<file path="src/sv/alt_pkg.sv">
// Package for the address lease table: codes, register map and shared structs.
`timescale 1ns / 1ps

package alt_pkg;

    // Table size default
    localparam int LEASE_COUNT_DEF = 8;

    // Configuration register reset values and fixed constants
    localparam logic [21:0] LEASE_SECONDS_RST = 22'd86400;
    localparam logic [15:0] OFFER_HOLD_RST    = 16'd10000;
    localparam logic [31:0] SERVER_NAME_RST   = 32'd0;
    localparam logic [31:0] MS_PER_SEC        = 32'd1000;

    // APB address width: three registers at 4-byte spacing
    localparam int PADDR_W = 4;

    // Register indexes (paddr[3:2])
    typedef enum logic [1:0] {
        REG_LEASE_SECONDS = 2'd0,
        REG_OFFER_HOLD    = 2'd1,
        REG_SERVER_NAME   = 2'd2,
        REG_UNUSED        = 2'd3
    } reg_idx_t;

    // Input operations
    typedef enum logic [1:0] {
        OP_DISCOVER = 2'd0,
        OP_REQUEST  = 2'd1,
        OP_OTHER    = 2'd2,
        OP_LOOKUP   = 2'd3
    } op_t;

    // Response codes
    typedef enum logic [2:0] {
        RSP_OFFER     = 3'd0,
        RSP_ACK       = 3'd1,
        RSP_NAK       = 3'd2,
        RSP_FOUND     = 3'd3,
        RSP_NOT_FOUND = 3'd4
    } rsp_code_t;

    // Entry states
    typedef enum logic [1:0] {
        ST_AVAILABLE = 2'd0,
        ST_OFFERED   = 2'd1,
        ST_ACKED     = 2'd2
    } entry_state_t;

    // Sweep modes carried by the search token
    typedef enum logic [1:0] {
        MODE_OWNER  = 2'd0,
        MODE_FREE   = 2'd1,
        MODE_LOOKUP = 2'd2
    } sweep_mode_t;

    // Configuration register contents
    typedef struct packed {
        logic [21:0] lease_seconds;
        logic [15:0] offer_hold_ms;
        logic [31:0] server_name_hash;
    } cfg_t;

    // Search token control bits handed from cell to cell
    typedef struct packed {
        logic        valid;
        sweep_mode_t mode;
        logic        found_a;
        logic        found_b;
    } token_t;

    // Values broadcast to all cells during a sweep
    typedef struct packed {
        logic [31:0]        key;
        logic [31:0]        label;
        logic signed [31:0] now;
    } bcast_t;

    // Entry write broadcast; the target number travels beside it
    typedef struct packed {
        logic         en;
        logic [31:0]  owner;
        logic [31:0]  expiry;
        entry_state_t state;
        logic [31:0]  host;
    } entry_wr_t;

endpackage

</file>
<file path="src/sv/alt_if.sv">
// Valid/ready channel interfaces for lease requests and responses.
`timescale 1ns / 1ps

interface alt_req_if;
    logic               valid;
    logic               ready;
    logic [1:0]         op;
    logic [31:0]        mac_hash;
    logic [31:0]        host_hash;
    logic [31:0]        label_hash;
    logic signed [31:0] now_ms;

    modport source (
        output valid, op, mac_hash, host_hash, label_hash, now_ms,
        input  ready
    );
    modport sink (
        input  valid, op, mac_hash, host_hash, label_hash, now_ms,
        output ready
    );
endinterface

interface alt_rsp_if;
    logic       valid;
    logic       ready;
    logic [2:0] response;
    logic [3:0] lease_number;

    modport source (
        output valid, response, lease_number,
        input  ready
    );
    modport sink (
        input  valid, response, lease_number,
        output ready
    );
endinterface

</file>
<file path="src/sv/alt_cfg.sv">
// APB configuration registers of the address lease table.
`timescale 1ns / 1ps

module alt_cfg (
    input  logic                        clk,
    input  logic                        rst_n,
    input  logic                        psel,
    input  logic                        penable,
    input  logic                        pwrite,
    input  logic [alt_pkg::PADDR_W-1:0] paddr,
    input  logic [31:0]                 pwdata,
    output logic [31:0]                 prdata,
    output logic                        pready,
    output alt_pkg::cfg_t               cfg
);

    alt_pkg::cfg_t      cfg_reg;
    alt_pkg::reg_idx_t  reg_idx;
    logic               wr_strobe;

    assign pready    = 1'b1;
    assign reg_idx   = alt_pkg::reg_idx_t'(paddr[3:2]);
    assign wr_strobe = psel && penable && pwrite;
    assign cfg       = cfg_reg;

    // Register writes on the access cycle
    always_ff @(posedge clk or negedge rst_n)
    begin
        if (!rst_n)
        begin
            cfg_reg.lease_seconds    <= alt_pkg::LEASE_SECONDS_RST;
            cfg_reg.offer_hold_ms    <= alt_pkg::OFFER_HOLD_RST;
            cfg_reg.server_name_hash <= alt_pkg::SERVER_NAME_RST;
        end
        else if (wr_strobe)
        begin
            unique case (reg_idx)
                alt_pkg::REG_LEASE_SECONDS: cfg_reg.lease_seconds    <= pwdata[21:0];
                alt_pkg::REG_OFFER_HOLD:    cfg_reg.offer_hold_ms    <= pwdata[15:0];
                alt_pkg::REG_SERVER_NAME:   cfg_reg.server_name_hash <= pwdata;
                default: ;
            endcase
        end
    end

    // Read mux, zero-extended
    always_comb
    begin
        unique case (reg_idx)
            alt_pkg::REG_LEASE_SECONDS: prdata = {10'd0, cfg_reg.lease_seconds};
            alt_pkg::REG_OFFER_HOLD:    prdata = {16'd0, cfg_reg.offer_hold_ms};
            alt_pkg::REG_SERVER_NAME:   prdata = cfg_reg.server_name_hash;
            default:                    prdata = 32'd0;
        endcase
    end

endmodule

</file>
<file path="src/sv/alt_cell.sv">
// One lease entry: holds its fields, matches the passing token and forwards it.
`timescale 1ns / 1ps

module alt_cell #(
    parameter int IW  = 4,
    parameter int NUM = 1
) (
    input  logic               clk,
    input  logic               rst_n,
    input  alt_pkg::bcast_t    bcast,
    input  alt_pkg::entry_wr_t wr,
    input  logic [IW-1:0]      wr_idx,
    input  alt_pkg::token_t    tok_in,
    input  logic [IW-1:0]      idx_a_in,
    input  logic [IW-1:0]      idx_b_in,
    output alt_pkg::token_t    tok_out,
    output logic [IW-1:0]      idx_a_out,
    output logic [IW-1:0]      idx_b_out
);

    localparam logic [IW-1:0] MY_NUM = IW'(NUM);

    logic [31:0]           owner_reg;
    logic [31:0]           expiry_reg;
    alt_pkg::entry_state_t state_reg;
    logic [31:0]           host_reg;

    alt_pkg::token_t tok_reg;
    logic [IW-1:0]   idx_a_reg;
    logic [IW-1:0]   idx_b_reg;

    logic expired;
    logic acked;
    logic hit_a;
    logic hit_b;
    logic do_free;
    logic do_write;

    assign expired  = $signed(expiry_reg) < bcast.now;
    assign acked    = (state_reg == alt_pkg::ST_ACKED);
    assign do_free  = tok_in.valid && (tok_in.mode == alt_pkg::MODE_FREE) && expired;
    assign do_write = wr.en && (wr_idx == MY_NUM);

    // Local match for the current sweep
    always_comb
    begin
        hit_a = 1'b0;
        hit_b = 1'b0;
        unique case (tok_in.mode)
            alt_pkg::MODE_OWNER:  hit_a = (owner_reg == bcast.key);
            // a freed entry has owner zero
            alt_pkg::MODE_FREE:   hit_a = expired || (owner_reg == 32'd0);
            alt_pkg::MODE_LOOKUP:
            begin
                hit_a = acked && (host_reg == bcast.key);
                hit_b = acked && (host_reg == bcast.label);
            end
            default: ;
        endcase
    end

    // Entry storage: result write, or free when expired during a free sweep
    always_ff @(posedge clk or negedge rst_n)
    begin
        if (!rst_n)
        begin
            owner_reg  <= 32'd0;
            expiry_reg <= 32'd0;
            state_reg  <= alt_pkg::ST_AVAILABLE;
            host_reg   <= 32'd0;
        end
        else if (do_write)
        begin
            owner_reg  <= wr.owner;
            expiry_reg <= wr.expiry;
            state_reg  <= wr.state;
            host_reg   <= wr.host;
        end
        else if (do_free)
        begin
            owner_reg  <= 32'd0;
            expiry_reg <= 32'd0;
            state_reg  <= alt_pkg::ST_AVAILABLE;
            host_reg   <= 32'd0;
        end
    end

    // Token stage toward the next cell; first hit wins
    always_ff @(posedge clk or negedge rst_n)
    begin
        if (!rst_n)
        begin
            tok_reg   <= '0;
            idx_a_reg <= '0;
            idx_b_reg <= '0;
        end
        else
        begin
            tok_reg.valid   <= tok_in.valid;
            tok_reg.mode    <= tok_in.mode;
            tok_reg.found_a <= tok_in.found_a || (tok_in.valid && hit_a);
            tok_reg.found_b <= tok_in.found_b || (tok_in.valid && hit_b);
            idx_a_reg       <= (!tok_in.found_a && hit_a) ? MY_NUM : idx_a_in;
            idx_b_reg       <= (!tok_in.found_b && hit_b) ? MY_NUM : idx_b_in;
        end
    end

    assign tok_out   = tok_reg;
    assign idx_a_out = idx_a_reg;
    assign idx_b_out = idx_b_reg;

endmodule

</file>
<file path="src/sv/address_lease_table_unit.sv">
// Address lease table top level: request control, cell chain and config port.
// Sequence: a lookup or an owner hit takes one token sweep down the cell chain;
// an owner miss adds a free sweep before the result.
// Throughput: one item at a time, set by the token walking the cell chain one cell
// per cycle; the result register lets the next item start while the last result
// waits to be taken.
// Reset: all entries cleared to free at once, registers to their defaults.
`timescale 1ns / 1ps

module address_lease_table_unit #(
    parameter int LEASE_COUNT = alt_pkg::LEASE_COUNT_DEF
) (
    input  logic                        clk,
    input  logic                        rst_n,
    alt_req_if.sink                     req,
    alt_rsp_if.source                   rsp,
    input  logic                        psel,
    input  logic                        penable,
    input  logic                        pwrite,
    input  logic [alt_pkg::PADDR_W-1:0] paddr,
    input  logic [31:0]                 pwdata,
    output logic [31:0]                 prdata,
    output logic                        pready
);

    localparam int IW = $clog2(LEASE_COUNT + 1);

    typedef enum logic [1:0] {
        S_IDLE,
        S_SWEEP_OWNER,
        S_SWEEP_FREE,
        S_DONE
    } state_t;

    state_t              state_reg;
    alt_pkg::op_t        op_reg;
    logic [31:0]         mac_reg;
    logic [31:0]         host_reg;
    alt_pkg::bcast_t     bcast_reg;
    logic                inject_reg;
    alt_pkg::sweep_mode_t inj_mode_reg;
    alt_pkg::entry_wr_t  wr_reg;
    logic [IW-1:0]       wr_idx_reg;
    alt_pkg::rsp_code_t  res_code_reg;
    logic [IW-1:0]       res_lease_reg;
    logic                rsp_valid_reg;
    alt_pkg::rsp_code_t  rsp_code_reg;
    logic [3:0]          rsp_lease_reg;

    alt_pkg::cfg_t       cfg;
    alt_pkg::token_t     tok   [LEASE_COUNT+1];
    logic [IW-1:0]       idx_a [LEASE_COUNT+1];
    logic [IW-1:0]       idx_b [LEASE_COUNT+1];
    logic [LEASE_COUNT-1:0] tok_busy;

    alt_pkg::token_t     tok_end;
    logic [IW-1:0]       end_a;
    logic [IW-1:0]       end_b;
    logic [31:0]         offer_expiry;
    logic [31:0]         lease_expiry;
    logic                req_xfer;

    // Configuration registers
    alt_cfg u_cfg (
        .clk     (clk),
        .rst_n   (rst_n),
        .psel    (psel),
        .penable (penable),
        .pwrite  (pwrite),
        .paddr   (paddr),
        .pwdata  (pwdata),
        .prdata  (prdata),
        .pready  (pready),
        .cfg     (cfg)
    );

    // Token entry into the first cell
    assign tok[0].valid   = inject_reg;
    assign tok[0].mode    = inj_mode_reg;
    assign tok[0].found_a = 1'b0;
    assign tok[0].found_b = 1'b0;
    assign idx_a[0]       = '0;
    assign idx_b[0]       = '0;

    // Chain of entry cells
    for (genvar i = 0; i < LEASE_COUNT; i++)
    begin : g_cell
        alt_cell #(
            .IW  (IW),
            .NUM (i + 1)
        ) u_cell (
            .clk       (clk),
            .rst_n     (rst_n),
            .bcast     (bcast_reg),
            .wr        (wr_reg),
            .wr_idx    (wr_idx_reg),
            .tok_in    (tok[i]),
            .idx_a_in  (idx_a[i]),
            .idx_b_in  (idx_b[i]),
            .tok_out   (tok[i+1]),
            .idx_a_out (idx_a[i+1]),
            .idx_b_out (idx_b[i+1])
        );
        assign tok_busy[i] = tok[i].valid;
    end

    assign tok_end = tok[LEASE_COUNT];
    assign end_a   = idx_a[LEASE_COUNT];
    assign end_b   = idx_b[LEASE_COUNT];

    // New expiry times, modulo 2^32
    assign offer_expiry = 32'(bcast_reg.now) + {16'd0, cfg.offer_hold_ms};
    assign lease_expiry = 32'(bcast_reg.now) + 32'({10'd0, cfg.lease_seconds} * alt_pkg::MS_PER_SEC);

    assign req_xfer  = req.valid && req.ready;
    assign req.ready = (state_reg == S_IDLE);

    assign rsp.valid        = rsp_valid_reg;
    assign rsp.response     = rsp_code_reg;
    assign rsp.lease_number = rsp_lease_reg;

    // Request sequencer
    always_ff @(posedge clk or negedge rst_n)
    begin
        if (!rst_n)
        begin
            state_reg     <= S_IDLE;
            op_reg        <= alt_pkg::OP_DISCOVER;
            mac_reg       <= 32'd0;
            host_reg      <= 32'd0;
            bcast_reg     <= '0;
            inject_reg    <= 1'b0;
            inj_mode_reg  <= alt_pkg::MODE_OWNER;
            wr_reg        <= '0;
            wr_idx_reg    <= '0;
            res_code_reg  <= alt_pkg::RSP_NAK;
            res_lease_reg <= '0;
            rsp_valid_reg <= 1'b0;
            rsp_code_reg  <= alt_pkg::RSP_NAK;
            rsp_lease_reg <= 4'd0;
        end
        else
        begin
            inject_reg <= 1'b0;
            wr_reg.en  <= 1'b0;
            if (rsp.ready)
            begin
                rsp_valid_reg <= 1'b0;
            end

            unique case (state_reg)
                S_IDLE:
                begin
                    if (req_xfer)
                    begin
                        op_reg          <= alt_pkg::op_t'(req.op);
                        mac_reg         <= req.mac_hash;
                        host_reg        <= req.host_hash;
                        bcast_reg.label <= req.label_hash;
                        bcast_reg.now   <= req.now_ms;
                        inject_reg      <= 1'b1;
                        if (alt_pkg::op_t'(req.op) == alt_pkg::OP_LOOKUP)
                        begin
                            bcast_reg.key <= req.host_hash;
                            inj_mode_reg  <= alt_pkg::MODE_LOOKUP;
                        end
                        else
                        begin
                            bcast_reg.key <= req.mac_hash;
                            inj_mode_reg  <= alt_pkg::MODE_OWNER;
                        end
                        state_reg <= S_SWEEP_OWNER;
                    end
                end

                S_SWEEP_OWNER:
                begin
                    if (tok_end.valid)
                    begin
                        if (op_reg == alt_pkg::OP_LOOKUP)
                        begin
                            // full name first, then label, then the server itself
                            res_lease_reg <= tok_end.found_a ? end_a :
                                             (tok_end.found_b ? end_b : '0);
                            res_code_reg  <= (tok_end.found_a || tok_end.found_b ||
                                              host_reg == cfg.server_name_hash) ?
                                             alt_pkg::RSP_FOUND : alt_pkg::RSP_NOT_FOUND;
                            state_reg     <= S_DONE;
                        end
                        else if (tok_end.found_a)
                        begin
                            res_lease_reg <= end_a;
                            wr_idx_reg    <= end_a;
                            wr_reg.owner  <= mac_reg;
                            priority if (op_reg == alt_pkg::OP_DISCOVER)
                            begin
                                wr_reg.en     <= 1'b1;
                                wr_reg.expiry <= offer_expiry;
                                wr_reg.state  <= alt_pkg::ST_OFFERED;
                                wr_reg.host   <= 32'd0;
                                res_code_reg  <= alt_pkg::RSP_OFFER;
                            end
                            else if (op_reg == alt_pkg::OP_REQUEST)
                            begin
                                wr_reg.en     <= 1'b1;
                                wr_reg.expiry <= lease_expiry;
                                wr_reg.state  <= alt_pkg::ST_ACKED;
                                wr_reg.host   <= host_reg;
                                res_code_reg  <= alt_pkg::RSP_ACK;
                            end
                            else
                            begin
                                res_code_reg <= alt_pkg::RSP_NAK;
                            end
                            state_reg <= S_DONE;
                        end
                        else
                        begin
                            // owner miss: free expired entries, look for a free one
                            inject_reg   <= 1'b1;
                            inj_mode_reg <= alt_pkg::MODE_FREE;
                            state_reg    <= S_SWEEP_FREE;
                        end
                    end
                end

                S_SWEEP_FREE:
                begin
                    if (tok_end.valid)
                    begin
                        if (op_reg == alt_pkg::OP_DISCOVER && tok_end.found_a)
                        begin
                            wr_reg.en     <= 1'b1;
                            wr_idx_reg    <= end_a;
                            wr_reg.owner  <= mac_reg;
                            wr_reg.expiry <= offer_expiry;
                            wr_reg.state  <= alt_pkg::ST_OFFERED;
                            wr_reg.host   <= 32'd0;
                            res_code_reg  <= alt_pkg::RSP_OFFER;
                            res_lease_reg <= end_a;
                        end
                        else
                        begin
                            res_code_reg  <= alt_pkg::RSP_NAK;
                            res_lease_reg <= '0;
                        end
                        state_reg <= S_DONE;
                    end
                end

                S_DONE:
                begin
                    if (!rsp_valid_reg || rsp.ready)
                    begin
                        rsp_valid_reg <= 1'b1;
                        rsp_code_reg  <= res_code_reg;
                        rsp_lease_reg <= 4'(res_lease_reg);
                        state_reg     <= S_IDLE;
                    end
                end

                default:
                begin
                    state_reg <= S_IDLE;
                end
            endcase
        end
    end

    // An entry write never overlaps a token in the chain
    a_wr_no_token: assert property (@(posedge clk) disable iff (!rst_n)
        wr_reg.en |-> (tok_busy == '0 && !tok_end.valid))
        else $error("entry write during a sweep");

    // Idle means no sweep in flight
    a_idle_quiet: assert property (@(posedge clk) disable iff (!rst_n)
        (state_reg == S_IDLE) |-> (tok_busy == '0 && !tok_end.valid))
        else $error("token in chain while idle");

    // An accepted item starts a sweep in the next cycle
    a_start_sweep: assert property (@(posedge clk) disable iff (!rst_n)
        req_xfer |=> (inject_reg && state_reg == S_SWEEP_OWNER))
        else $error("accepted item did not start a sweep");

    // A result is loaded only when the sequencer leaves the done state
    a_result_load: assert property (@(posedge clk) disable iff (!rst_n)
        $rose(rsp_valid_reg) |-> ($past(state_reg) == S_DONE && state_reg == S_IDLE))
        else $error("result loaded outside the done state");

endmodule
</file>
<file path="src/flat_wrapper.sv">
// flat-port wrapper written by rule: the top's interface ports become plain ports
module address_lease_table_unit_flat 
#(
    parameter int LEASE_COUNT = alt_pkg::LEASE_COUNT_DEF
)
  (clk, rst_n, psel, penable, pwrite, paddr, pwdata, prdata, pready, req_valid, req_op, req_mac_hash, req_host_hash, req_label_hash, req_now_ms, req_ready, rsp_valid, rsp_response, rsp_lease_number, rsp_ready);
  alt_req_if req_i ();
  alt_rsp_if rsp_i ();
  input  logic clk;
  input  logic rst_n;
  input  logic psel;
  input  logic penable;
  input  logic pwrite;
  input  logic [alt_pkg::PADDR_W-1:0] paddr;
  input  logic [31:0] pwdata;
  output logic [31:0] prdata;
  output logic pready;
  input wire logic [$bits(req_i.valid)-1:0] req_valid;
  input wire logic [$bits(req_i.op)-1:0] req_op;
  input wire logic [$bits(req_i.mac_hash)-1:0] req_mac_hash;
  input wire logic [$bits(req_i.host_hash)-1:0] req_host_hash;
  input wire logic [$bits(req_i.label_hash)-1:0] req_label_hash;
  input wire logic [$bits(req_i.now_ms)-1:0] req_now_ms;
  output wire logic [$bits(req_i.ready)-1:0] req_ready;
  output wire logic [$bits(rsp_i.valid)-1:0] rsp_valid;
  output wire logic [$bits(rsp_i.response)-1:0] rsp_response;
  output wire logic [$bits(rsp_i.lease_number)-1:0] rsp_lease_number;
  input wire logic [$bits(rsp_i.ready)-1:0] rsp_ready;
  assign req_i.valid = req_valid;
  assign req_i.op = req_op;
  assign req_i.mac_hash = req_mac_hash;
  assign req_i.host_hash = req_host_hash;
  assign req_i.label_hash = req_label_hash;
  assign req_i.now_ms = req_now_ms;
  assign req_ready = req_i.ready;
  assign rsp_valid = rsp_i.valid;
  assign rsp_response = rsp_i.response;
  assign rsp_lease_number = rsp_i.lease_number;
  assign rsp_i.ready = rsp_ready;
  address_lease_table_unit #(.LEASE_COUNT(LEASE_COUNT)) u_core (.clk(clk), .rst_n(rst_n), .req(req_i), .rsp(rsp_i), .psel(psel), .penable(penable), .pwrite(pwrite), .paddr(paddr), .pwdata(pwdata), .prdata(prdata), .pready(pready));
endmodule
</file>
<file path="config.mk">
export PLATFORM = sky130hd
export DESIGN_NAME = address_lease_table_unit_flat
export DESIGN_NICKNAME = d
export VERILOG_FILES = /design/src/sv/alt_pkg.sv /design/src/sv/alt_if.sv /design/src/sv/alt_cfg.sv /design/src/sv/alt_cell.sv /design/src/sv/address_lease_table_unit.sv /design/src/flat_wrapper.sv
export SDC_FILE = /design/constraint.sdc
export NUM_CORES = 2
export LEC_CHECK = 0
export BUFFER_PORTS_ARGS = -buffer_cell sky130_fd_sc_hd__buf_2
export CAP_MARGIN = 20
export CORE_MARGIN = 2
export CORE_UTILIZATION = 30
export DETAILED_ROUTE_END_ITERATION = 10
export HOLD_SLACK_MARGIN = 0.12
export PLACE_DENSITY_LB_ADDON = 0.05
export SLEW_MARGIN = 25
export SYNTH_ARGS = -nofsm -noshare
export SYNTH_HDL_FRONTEND = slang
export SYNTH_SLANG_ARGS = --single-unit
export TNS_END_PERCENT = 100
</file>
<file path="constraint.sdc">
create_clock -name clk -period 6.3 [get_ports clk]
set_input_delay 0.315 -clock clk [delete_from_list [all_inputs] [get_ports clk]]
set_output_delay 0.315 -clock clk [all_outputs]
set_load 0.02 [all_outputs]
</file>
==> out/metrics.csv <==
stage;metric;value;unit
status;run status;complete, but fails checks;
status;violated checks;setup timing;
power_and_ir_drop;Pleak;0.03829;uW
sta;Fin Setup TNS;-788.4;ps
clocking;deepest clock path buffer count;3;
global_routing;largest net degree at the start of global routing;164;
floorplan;chip width;480.7;um
power_and_ir_drop;Power Density;718.3;mW/mm^2
yosys;Post-synth EDFFs;0;
sta;worst relative slew slack;20.16;%
sta;Max Transition Viols Final;0;
global_routing;global-route wire length before repair;437600;um
hold_path;Hold WC Path Type;input pin to async pin;
sta;Fin. Hold Viols;0;
power_and_ir_drop;clock share of power;16.3;%
detailed_routing;Starting DRT DRC Count;5348;
power_and_ir_drop;switching portion of total power;45.31;%
power_and_ir_drop;sequential power share;19.3;%
clocking;Root Buffer;clkbuf_16;
clocking;CTS H-Tree Depth;4;
final_layout;fin cells;10230;
detailed_routing;DR WL/cell;30.36;um
critical_path;flop-to-flop setup slack;-340;ps
critical_path;CP endpoint kind;flip-flop;
critical_path;most used cell along the critical path;fa_1;
critical_path;largest fanout on the critical path;4;
detailed_routing;drt total wl;310500;um
yosys;Synth Instances;6743;
global_routing;grt met3 use;4.619;%
floorplan;num rows;174;
global_routing;grt met2 use;39.42;%
final_layout;final layout net count;7707;
global_routing;total global-route track usage;26.61;%
yosys;mapped cell area;0.06817;mm^2
critical_path;Worst Path Arrival;7340;ps
sta;final setup violation count;5;
sta;Final min period;6641;ps
sta;crit path setup slack, layout;-341.1;ps
clocking;Clk Latency, worst-skew pair;830;ps
place;GP Congestion;0.8658;
yosys;Post-synth ARST share;100.0;%
final_layout;share of layout cells above drive strength 1;15.04;%
detailed_routing;Antenna Nets Post-Route;0;
critical_path;R2R depth;25;
critical_path;max incr delay on CP;520;ps
floorplan;die footprint;0.2311;mm^2
final_layout;Final Util;35.97;%
final_layout;area grow syn2layout;18.88;%
global_routing;via count of the first global-routing pass;54370;
power_and_ir_drop;net switching power;26370;uW
detailed_routing;via/cell ratio;5.344;
place;port buffer count;211;
sta;actual slew at the worst max-slew pin;1198;ps
floorplan;Die Ht;480.7;um
critical_path;delay-heaviest family, CP;adder cells;
critical_path;Worst Setup Start Kind;flip-flop;
critical_path;capturing point of the worst reg2reg path;u_core.wr_reg[65];
critical_path;slowest cell on the critical path;fa_1;
yosys;syn_area_per_cell;10.11;um^2
global_routing;met1 usage;39.50;%
critical_path;r2r startpoint;u_core.u_cfg.cfg[50];
clocking;CTS Sinks;1219;
final_layout;Layout fillers;22770;
clocking;CTS Buf Count;156;
floorplan;I/O pins;215;
sta;Tcrit/Tclk final;105.4;%
detailed_routing;drt pass-1 iters;5;
floorplan;initial core utilization;30.25;%
yosys;Yosys warning count;0;
power_and_ir_drop;Peak VDD IR;0.001293;V
sta;WHS;110.0;ps
yosys;syn_nets;7356;
yosys;Most used DFF post-synth;dfrtp_1;
critical_path;worst setup path class;flip-flop to flip-flop;
power_and_ir_drop;Design Power;58210;uW
detailed_routing;vias;54640;
floorplan;core area;0.2253;mm^2
yosys;sequential area share after synthesis;44.77;%
clocking;CTS tree;yes;
place;HPWL after DPL;213600;um
sta;f_max;150.6;MHz
sta;Max Clock Skew;47.15;ps
sta;RSZ-0062 raised after global routing;yes;
place;Placed Instances;9755;
power_and_ir_drop;Int Pwr;31840;uW
yosys;Yosys reg bits;1219;
global_routing;GRT Residual Overflow;0;
detailed_routing;drt drc;0;
critical_path;WP buf/inv;3;
clocking;CTS clk-pin slew, worst paths;60;ps
global_routing;initial antenna violation count;19;
global_routing;Top Usage Layer GRT;met1;
job;max-cap viol count;0;
yosys;number of distinct library cells after synthesis;85;
power_and_ir_drop;power share of the combinational group;64.4;%
critical_path;Req. time, crit path;7000;ps
[layout make-up]
type / count / area, um^2 / area share (%)
diodes: 11 / 27.53 / 0.03397
clock buffers: 230 / 4543 / 5.606
clock inverters: 57 / 840.8 / 1.038
inverters: 203 / 762.0 / 0.9402
multi-input cells: 4842 / 35390 / 43.67
flip-flops and latches: 1219 / 30540 / 37.68
well taps: 2992 / 3744 / 4.619
repair buffers: 672 / 5199 / 6.415
[synth_stat cells, types with 54 or more instances]
| library cell | number | area (um^2) |
|---|---|---|
| nor4_1 | 185 | 1157 |
| o21ai_0 | 189 | 945.9 |
| dfrtp_1 | 1207 | 30200 |
| ha_1 | 360 | 4504 |
| mux2_2 | 191 | 2151 |
| a21oi_1 | 421 | 2107 |
| clkbuf_1 | 337 | 1265 |
| xnor2_1 | 511 | 4476 |
| nand3_1 | 54 | 270.3 |
| mux2i_1 | 160 | 1602 |
| inv_1 | 203 | 762.0 |
| nor3_1 | 134 | 670.6 |
| xor2_1 | 362 | 3171 |
| nand4_1 | 183 | 1145 |
| a21o_1 | 84 | 630.6 |
| nor2_1 | 393 | 1475 |
| buf_1 | 110 | 412.9 |
| fa_1 | 80 | 1602 |
| nand2_1 | 781 | 2932 |
| a22o_1 | 359 | 3144 |
[cell families after synthesis]
logic type	after synthesis	synth area share (%)
xor gates and xnor gates	874	11.25
other	1	0.005501
muxes	351	5.504
AOI/OAI and AO/OA	1258	12.41
adders and majority gates	442	8.986
DFF	1219	44.77
and+or+nand+nor	1916	13.22
buffers and inverters	682	3.862
[power by group through the flow]
stage | Clock [uW] | Combinational, uW | Sequential [uW]
2_1_floorplan | 0 | 22700 | 9410
3_3_place_gp | 0 | 34900 | 11300
3_5_place_dp | 0 | 34900 | 11300
4_1_cts | 9740 | 36900 | 11200
5_1_grt | 10100 | 41300 | 11300
6_report | 9510 | 37500 | 11200
[worst register-to-register path: stages, from the launching register on]
cell	delay, ps
dfrtp_1	410
buf_6	130
fa_1	510
inv_2	40
fa_1	520
fa_1	430
fa_1	500
inv_2	50
ha_4	210
o21a_1	180
o31a_1	120
or4_4	440
a221o_1	350
a41o_1	230
o211ai_1	220
a21boi_1	120
o22ai_1	170
xnor2_1	110
ha_1	340
a21o_1	190
a221o_1	330
or3_1	310
o221a_2	240
xnor3_1	190
a21oi_1	130
o21ai_1	70
[cell usage in the layout, fill, tap and decap left out, types with 16 or more instances in the layout]
master | Yosys | layout
dfrtp_1 | 1207 | 1193
nand2_1 | 781 | 779
xnor2_1 | 511 | 511
a21oi_1 | 421 | 412
nor2_1 | 393 | 389
xor2_1 | 362 | 361
a22o_1 | 359 | 359
ha_1 | 360 | 357
buf_4 | 3 | 275
buf_2 | 25 | 210
inv_1 | 203 | 200
mux2_2 | 191 | 191
nand4_1 | 183 | 183
nor4_1 | 185 | 181
o21ai_0 | 189 | 173
dlygate4sd3_1 | 0 | 164
mux2i_1 | 160 | 160
clkbuf_16 | 0 | 157
nor3_1 | 134 | 128
a21o_1 | 84 | 84
fa_1 | 80 | 80
nand3_1 | 54 | 52
clkbuf_1 | 337 | 39
clkbuf_8 | 0 | 34
nand2b_1 | 29 | 29
a211oi_1 | 29 | 29
nor2b_1 | 28 | 28
clkinv_2 | 0 | 27
nor3_2 | 23 | 26
a22oi_1 | 24 | 24
o21bai_1 | 22 | 21
and2_1 | 20 | 19
buf_12 | 0 | 19
o21a_1 | 17 | 17
or2_2 | 17 | 16
[worst max path at each step]
stage	from	end	cells past startpoint
after floorplan	u_core.u_cfg.cfg[49]	u_core.wr_reg[65]	26
after CTS	u_core.u_cfg.cfg[49]	u_core.wr_reg[65]	24
final	u_core.u_cfg.cfg[50]	u_core.wr_reg[65]	25
after global placement	u_core.u_cfg.cfg[49]	u_core.wr_reg[65]	24
after detailed placement	u_core.u_cfg.cfg[49]	u_core.wr_reg[65]	24
after global routing	u_core.u_cfg.cfg[50]	u_core.wr_reg[65]	25
[what timing repair did]
action	4_1_cts	5_1_grt
setup buffers	4	5
hold buffers	164	0
gates cloned	0	0
resized for setup	32	17
endpoints found under the setup margin	12	13
pin swaps	34	22
hold endpoints to repair	343	0
[per-stage QoR]
step / area [um^2] / worst slack, ps
floorplan: 68200 / -320.5
global placement: 73710 / -602.6
detailed placement: 73730 / -592.4
CTS: 80890 / -354.6
global route: 81030 / -578.5
finish: 81040 / -341.1
[routing by layer]
metal | wire length [um] | share of wire (%)
met5 | 90 | 0.029
met4 | 8832 | 2.8
met3 | 20130 | 6.5
met2 | 132600 | 43
met1 | 148900 | 48
Note: power is estimated with default switching activity, not from simulation.
